### config.mk
export PLATFORM = sky130hd
export DESIGN_NAME = log2_histogram_stats_accumulator
export DESIGN_NICKNAME = d
export VERILOG_FILES = /design/src/design/lhs_pkg.sv /design/src/design/lhs_prep.sv /design/src/design/lhs_stats.sv /design/src/design/lhs_hist.sv /design/src/design/log2_histogram_stats_accumulator.sv
export SDC_FILE = /design/constraint.sdc
export NUM_CORES = 2
export LEC_CHECK = 0
export BUFFER_PORTS_ARGS = -buffer_cell sky130_fd_sc_hd__buf_2
export CORE_MARGIN = 1
export CORE_UTILIZATION = 55
export DETAILED_ROUTE_END_ITERATION = 16
export PLACE_DENSITY = 0.72
export SYNTH_ARGS = -nofsm -noshare
export SYNTH_HDL_FRONTEND = slang
export SYNTH_SLANG_ARGS = --single-unit
### constraint.sdc
create_clock -name clk -period 11 [get_ports clk]
set_clock_uncertainty 0.2 [all_clocks]
set_input_delay 0.55 -clock clk [delete_from_list [all_inputs] [get_ports clk]]
set_output_delay 0.55 -clock clk [all_outputs]
set_load 0.1 [all_outputs]
### src/design/lhs_pkg.sv
`timescale 1ns / 1ps
`default_nettype none

package lhs_pkg;

    // Fixed field widths of the item and result ports.
    localparam int SAMPLE_W  = 32;
    localparam int WIDE_W    = 64;
    localparam int BIN_IDX_W = 5;
    // Wide enough for a bit length of up to 32 and a bin number of up to 32.
    localparam int BIN_SEL_W = 6;

    // Sample after the square and bin stage, handed to the update logic.
    typedef struct packed {
        logic [SAMPLE_W-1:0]  sample;
        logic [WIDE_W-1:0]    square;
        logic [BIN_SEL_W-1:0] bin;
    } prep_item_t;

endpackage

`default_nettype wire

### src/design/lhs_prep.sv
`timescale 1ns / 1ps
`default_nettype none

module lhs_prep #(
    parameter int SAMPLE_BITS = 32,
    parameter int NUM_BINS    = 20
) (
    input  wire logic                          clk,
    input  wire logic                          rst_n,
    input  wire logic [lhs_pkg::SAMPLE_W-1:0]  sample,
    input  wire logic                          sample_valid,
    output logic                               sample_stall,
    input  wire logic                          load,
    output logic                               item_valid,
    output lhs_pkg::prep_item_t                item
);
    import lhs_pkg::*;

    localparam logic [SAMPLE_W-1:0] SAMPLE_MASK =
        SAMPLE_W'((64'd1 << SAMPLE_BITS) - 64'd1);
    localparam logic [BIN_SEL_W-1:0] LAST_BIN = BIN_SEL_W'(NUM_BINS - 1);

    logic                 s1_valid_reg;
    logic                 s1_valid_next;
    logic [SAMPLE_W-1:0]  s1_sample_reg;
    logic                 s2_valid_reg;
    logic                 s2_valid_next;
    prep_item_t           s2_item_reg;
    prep_item_t           s2_item_next;
    logic                 s1_en;
    logic                 s2_en;
    logic [BIN_SEL_W-1:0] bit_len;

    // A stage moves on when it is empty or when the stage after it takes its item.
    assign s2_en        = !s2_valid_reg || load;
    assign s1_en        = !s1_valid_reg || s2_en;
    assign sample_stall = !s1_en;

    assign s1_valid_next = s1_en ? sample_valid : s1_valid_reg;
    assign s2_valid_next = s2_en ? s1_valid_reg : s2_valid_reg;

    // Bit length of the sample: position of the highest set bit plus one.
    always_comb
    begin
        bit_len = '0;
        for (int i = 0; i < SAMPLE_W; i++)
        begin
            if (s1_sample_reg[i])
            begin
                bit_len = BIN_SEL_W'(i + 1);
            end
        end
    end

    always_comb
    begin
        s2_item_next.sample = s1_sample_reg;
        s2_item_next.square = WIDE_W'(s1_sample_reg) * WIDE_W'(s1_sample_reg);
        s2_item_next.bin    = (bit_len >= LAST_BIN) ? LAST_BIN : bit_len;
    end

    always_ff @(posedge clk or negedge rst_n)
    begin
        if (!rst_n)
        begin
            s1_valid_reg <= 1'b0;
            s2_valid_reg <= 1'b0;
        end
        else
        begin
            s1_valid_reg <= s1_valid_next;
            s2_valid_reg <= s2_valid_next;
        end
    end

    always_ff @(posedge clk)
    begin
        if (s1_en)
        begin
            s1_sample_reg <= sample & SAMPLE_MASK;
        end
        if (s2_en)
        begin
            s2_item_reg <= s2_item_next;
        end
    end

    assign item_valid = s2_valid_reg;
    assign item       = s2_item_reg;

endmodule

`default_nettype wire

### src/design/lhs_stats.sv
`timescale 1ns / 1ps
`default_nettype none

module lhs_stats (
    input  wire logic                          clk,
    input  wire logic                          rst_n,
    input  wire logic                          load,
    input  wire lhs_pkg::prep_item_t           item,
    output logic [lhs_pkg::WIDE_W-1:0]         sample_count,
    output logic [lhs_pkg::WIDE_W-1:0]         running_sum,
    output logic [lhs_pkg::WIDE_W-1:0]         running_sum_sq,
    output logic [lhs_pkg::SAMPLE_W-1:0]       smallest,
    output logic [lhs_pkg::SAMPLE_W-1:0]       largest
);
    import lhs_pkg::*;

    logic [WIDE_W-1:0]   count_reg;
    logic [WIDE_W-1:0]   count_next;
    logic [WIDE_W-1:0]   sum_reg;
    logic [WIDE_W-1:0]   sum_next;
    logic [WIDE_W-1:0]   sum_sq_reg;
    logic [WIDE_W-1:0]   sum_sq_next;
    logic [SAMPLE_W-1:0] min_reg;
    logic [SAMPLE_W-1:0] min_next;
    logic [SAMPLE_W-1:0] max_reg;
    logic [SAMPLE_W-1:0] max_next;
    logic [SAMPLE_W-1:0] min_base;
    logic [SAMPLE_W-1:0] max_base;
    logic                first;

    // A count of zero (after reset or after a wrap) reloads both extremes.
    assign first    = (count_reg == '0);
    assign min_base = first ? item.sample : min_reg;
    assign max_base = first ? item.sample : max_reg;

    assign count_next  = count_reg + WIDE_W'(1);
    assign sum_next    = sum_reg + WIDE_W'(item.sample);
    assign sum_sq_next = sum_sq_reg + item.square;
    assign min_next    = (item.sample < min_base) ? item.sample : min_base;
    assign max_next    = (item.sample > max_base) ? item.sample : max_base;

    always_ff @(posedge clk or negedge rst_n)
    begin
        if (!rst_n)
        begin
            count_reg  <= '0;
            sum_reg    <= '0;
            sum_sq_reg <= '0;
            min_reg    <= '0;
            max_reg    <= '0;
        end
        else if (load)
        begin
            count_reg  <= count_next;
            sum_reg    <= sum_next;
            sum_sq_reg <= sum_sq_next;
            min_reg    <= min_next;
            max_reg    <= max_next;
        end
    end

    assign sample_count   = count_reg;
    assign running_sum    = sum_reg;
    assign running_sum_sq = sum_sq_reg;
    assign smallest       = min_reg;
    assign largest        = max_reg;

endmodule

`default_nettype wire

### src/design/lhs_hist.sv
`timescale 1ns / 1ps
`default_nettype none

module lhs_hist #(
    parameter int NUM_BINS = 20
) (
    input  wire logic                          clk,
    input  wire logic                          rst_n,
    input  wire logic                          load,
    input  wire lhs_pkg::prep_item_t           item,
    output logic [lhs_pkg::BIN_IDX_W-1:0]      bin_index,
    output logic [lhs_pkg::SAMPLE_W-1:0]       bin_total
);
    import lhs_pkg::*;

    localparam int SEL_W = $clog2(NUM_BINS);

    logic [SAMPLE_W-1:0]  bin_cnt_reg [NUM_BINS];
    logic [SAMPLE_W-1:0]  cnt_now;
    logic [SAMPLE_W-1:0]  cnt_next;
    logic [SEL_W-1:0]     sel;
    logic [BIN_IDX_W-1:0] bin_index_reg;
    logic [SAMPLE_W-1:0]  bin_total_reg;

    assign sel      = item.bin[SEL_W-1:0];
    assign cnt_now  = bin_cnt_reg[sel];
    // Counters stop at all ones.
    assign cnt_next = (cnt_now == '1) ? cnt_now : cnt_now + SAMPLE_W'(1);

    always_ff @(posedge clk or negedge rst_n)
    begin
        if (!rst_n)
        begin
            for (int i = 0; i < NUM_BINS; i++)
            begin
                bin_cnt_reg[i] <= '0;
            end
        end
        else if (load)
        begin
            bin_cnt_reg[sel] <= cnt_next;
        end
    end

    always_ff @(posedge clk)
    begin
        if (load)
        begin
            bin_index_reg <= item.bin[BIN_IDX_W-1:0];
            bin_total_reg <= cnt_next;
        end
    end

    assign bin_index = bin_index_reg;
    assign bin_total = bin_total_reg;

endmodule

`default_nettype wire

### src/design/log2_histogram_stats_accumulator.sv
`timescale 1ns / 1ps
`default_nettype none

// Channel  | Direction | Handshake                   | Payload
// ---------+-----------+-----------------------------+------------------------------------
// sample   | in        | sample_valid / sample_stall | sample
// result   | out       | result_valid / result_stall | sample_count, running_sum,
//          |           |                             | running_sum_sq, smallest, largest,
//          |           |                             | bin_index, bin_total
//
// One item is taken every cycle while sample_stall is low. Its result passes
// through the input register, the square and bin register and the result
// register before it is presented.
// The 32 by 32 bit squarer and the bit-length logic sit between the first two
// registers; the adds and compares sit between the last two.
// rst_n clears the statistics, every histogram bin and all valid flags at once.
// A stall on the result side holds the result and backs up the pipeline one
// stage at a time; empty stages keep taking items until all three are full.

module log2_histogram_stats_accumulator #(
    parameter int NUM_BINS    = 20,
    parameter int SAMPLE_BITS = 32
) (
    input  wire logic                          clk,
    input  wire logic                          rst_n,
    input  wire logic [lhs_pkg::SAMPLE_W-1:0]  sample,
    input  wire logic                          sample_valid,
    output logic                               sample_stall,
    output logic                               result_valid,
    input  wire logic                          result_stall,
    output logic [lhs_pkg::WIDE_W-1:0]         sample_count,
    output logic [lhs_pkg::WIDE_W-1:0]         running_sum,
    output logic [lhs_pkg::WIDE_W-1:0]         running_sum_sq,
    output logic [lhs_pkg::SAMPLE_W-1:0]       smallest,
    output logic [lhs_pkg::SAMPLE_W-1:0]       largest,
    output logic [lhs_pkg::BIN_IDX_W-1:0]      bin_index,
    output logic [lhs_pkg::SAMPLE_W-1:0]       bin_total
);
    import lhs_pkg::*;

    logic       item_valid;
    prep_item_t item;
    logic       load;
    logic       result_valid_reg;
    logic       result_valid_next;

    // The front end masks the sample, then forms its square and its bin.
    lhs_prep #(
        .SAMPLE_BITS (SAMPLE_BITS),
        .NUM_BINS    (NUM_BINS)
    ) u_prep (
        .clk          (clk),
        .rst_n        (rst_n),
        .sample       (sample),
        .sample_valid (sample_valid),
        .sample_stall (sample_stall),
        .load         (load),
        .item_valid   (item_valid),
        .item         (item)
    );

    // A prepared item is folded into the state whenever the result register
    // is empty or its present contents are being taken this cycle. The
    // statistics registers are themselves the result payload, so a stalled
    // result stays put without any extra copy.
    assign load = item_valid && (!result_valid_reg || !result_stall);

    always_comb
    begin
        if (load)
        begin
            result_valid_next = 1'b1;
        end
        else if (!result_stall)
        begin
            result_valid_next = 1'b0;
        end
        else
        begin
            result_valid_next = result_valid_reg;
        end
    end

    always_ff @(posedge clk or negedge rst_n)
    begin
        if (!rst_n)
        begin
            result_valid_reg <= 1'b0;
        end
        else
        begin
            result_valid_reg <= result_valid_next;
        end
    end

    assign result_valid = result_valid_reg;

    // Count, sums of values and squares, and the running extremes.
    lhs_stats u_stats (
        .clk            (clk),
        .rst_n          (rst_n),
        .load           (load),
        .item           (item),
        .sample_count   (sample_count),
        .running_sum    (running_sum),
        .running_sum_sq (running_sum_sq),
        .smallest       (smallest),
        .largest        (largest)
    );

    // Log2 histogram with saturating bin counters.
    lhs_hist #(
        .NUM_BINS (NUM_BINS)
    ) u_hist (
        .clk       (clk),
        .rst_n     (rst_n),
        .load      (load),
        .item      (item),
        .bin_index (bin_index),
        .bin_total (bin_total)
    );

endmodule

`default_nettype wire

==> qor.yml <==
run_status: "complete, no violations"
detail_route.wl_per_cell_um: 22.5
drc: 0
clkTransAtPathRegs_ps: 80
final.min_clock_period_ps: 9550
die_h_um: 384
setup_tns_ps: 0
startpoint_type: "flop"
rrSetupSlack_ps: 1450
ys_top_cells_by_area: "dfrtp_1, fa_1, ha_1, edfxtp_1, nand2_1"
drv_cap: 0
critical_path_peak_fanout: 16
hp-class: "input port to asynchronous set/reset pin"
grtUsageMet2_pct: 50.7
end_kind: "flop"
setup-violations-final: 0
cp.arrival_ps: 9890
async_flop_share_pct: 84.3
core_um2: 144000
startpoint: "u_prep.s1_sample_reg[13]"
grt_pass1_wl_um: 351000
synth.distinct_cells: 92
cts_buffers: 113
final_nets: 9364
ioPinCount: 331
hold_viol_final: 0
use_met3_pct: 5.49
initial_core_util_pct: 55.7
max_freq_mhz: 105
via_count: 59000
slew_headroom_pct: 22.0
grt_pass1_vias: 61100
cts_buffer_depth: 3
hold_slack_ps: 184
slew_viol_final: 0
synth_top_area_share_pct: 28.0
ys.warnings.count: 0
grtUsageTotal_pct: 30.9
drtIter0Drc: 4669
drtPass1Iterations: 6
drive_gt1_share_pct: 11.5
synth.avg_cell_area_um2: 10.2
critPathCapture: "u_prep.item[65]"
dieWidth_um: 384
ys_ff_latch: 1067
r2r_start: "u_prep.s1_sample_reg[13]"
ys.flop_type: "dfrtp_1"
antenna_found_initial: 2
cts_root_buf: "clkbuf_16"
final_cells: 10100
ff2ff_path_depth: 23
portBuffers: 330
met1_usage_pct: 40.0
dp_hpwl_um: 162000
synth-seq-area-share_pct: 34.2
finalCritPeriodShare_pct: 86.9
drt_wl_total_um: 226000
synth_edf_count: 168
cts_htree_levels: 3
netlist_instances: 7925
row_count: 139
cts_setup_buffers: 0
synth_top_area_cell: "dfrtp_1"
dpl.cell_count: 9827
place.gp.congestion: 0.945
cp_data_required_time_ps: 11330
timing.rr.end: "u_prep.item[65]"
grt_overflow_total: 0
largest_reg_flops: 640
rsz0062_at_grt: "false"
area_growth_pct: 9.52
vias_per_cell: 5.85
ant_nets: 0
worst-setup-path-type: "flop to flop"
syn-num-nets: 9215
diodes: 0
worstMarginPinSlew_ps: 1170
busiest_layer: "met2"
cts.sinks: 1067
insertion_delay_ps: 780
cts_tree: "built"
dieArea_um2: 148000
grt_max_degree: 180
syn-cell-area_um2: 80500
==> per-layer routing <==
| layer | vias up | wire [um] |
|---|---|---|
| met5 | - | 13 |
| met4 | 2 | 12500 |
| met3 | 604 | 16700 |
| met2 | 2346 | 109000 |
| met1 | 29700 | 88600 |
| li1 | 26300 | - |
==> critical path, stage by stage, from the launching register on <==
cell      delay (ps)
edfxtp_1         930
inv_1            510
nor2_1           420
fa_1             490
fa_1             510
fa_1             520
inv_1             50
fa_1             480
inv_1             50
fa_1             500
fa_1             570
fa_1             420
fa_1             450
ha_1             370
a21o_1           180
a211o_1          290
a21oi_1          120
o21ai_0          210
a21oi_1          590
o31ai_1          310
a21bo_2          300
a211oi_1         490
o21ai_0          220
xnor2_1          160
==> metrics by stage <==
stage          setup WS, ps  util, %  instance area [um^2]
2_1_floorplan          2660        -                 80500
3_3_place_gp           1630     57.9                 83600
3_5_place_dp           1530     57.9                 83600
4_1_cts                1530     61.0                 88100
5_1_grt                 999     61.0                 88100
6_report               1450     61.0                 88100
==> how the worst min path moves through the flow <==
| stage | startpoint | slack [ps] | end | cells after the start |
|---|---|---|---|---|
| CTS | rst_n | 220 | u_hist.bin_cnt_reg[253] | 2 |
| finish | rst_n | 180 | u_hist.bin_cnt_reg[253] | 2 |
| detailed placement | u_prep.s1_valid_reg | 260 | u_prep.item_valid | 1 |
| floorplan | rst_n | 50 | result_valid | 0 |
| global placement | u_prep.s1_valid_reg | 240 | u_prep.item_valid | 1 |
| global route | rst_n | 270 | u_hist.bin_cnt_reg[253] | 2 |
==> synthesized netlist by cell type, drive strengths merged, types with 125 or more instances <==
library cell / instances
clkbuf: 361
inv: 1058
ha: 460
a21o: 125
and2: 247
edfxtp: 168
a21oi: 254
xnor2: 184
fa: 794
nand2: 1160
nor2: 214
mux4: 147
o21ai: 806
dfrtp: 899
==> cells in the final DEF (no fill, tap or decap), types with 184 or more instances in the layout <==
cell type / Yosys / layout
xnor2_1: 184 / 184
nand2_1: 1160 / 1144
dfrtp_1: 899 / 899
a21oi_1: 254 / 254
and2_1: 247 / 247
o21ai_0: 745 / 745
fa_1: 794 / 794
ha_1: 460 / 460
buf_2: 46 / 329
nor2_1: 212 / 212
inv_1: 1058 / 1058
==> layout make-up <==
type,instances,area (um^2)
Fill cell,11800,56200
Multi-Input combinational cell,5349,47100
Sequential cell,1067,27500
Inverter,1064,4000
Clock buffer,154,3270
Timing Repair Buffer,479,2970
Tap cell,1903,2380
Clock inverter,62,850
==> timing repair <==
| item | CTS | global route |
|---|---|---|
| endpoints found under the hold margin | 136 | 0 |
| gates resized for setup | 0 | 0 |
| hold buffers | 35 | 0 |
==> kinds of logic (layout without fill, tap and decap cells) <==
group,after synthesis,in the layout,synth area share (%)
adders and majority gates,1254,1254,26.9
muxes,323,323,6.46
buffers and inverters,1509,1759,7.33
AOI/OAI and AO/OA,1465,1465,10.5
DFF,1067,1067,34.2
and+or+nand+nor,2000,2000,11.2
xor gates and xnor gates,307,307,3.34
Power is left out: the tool's default activity adds up to more than one toggle a clock period on the data nets, which glitch-free logic cannot reach.
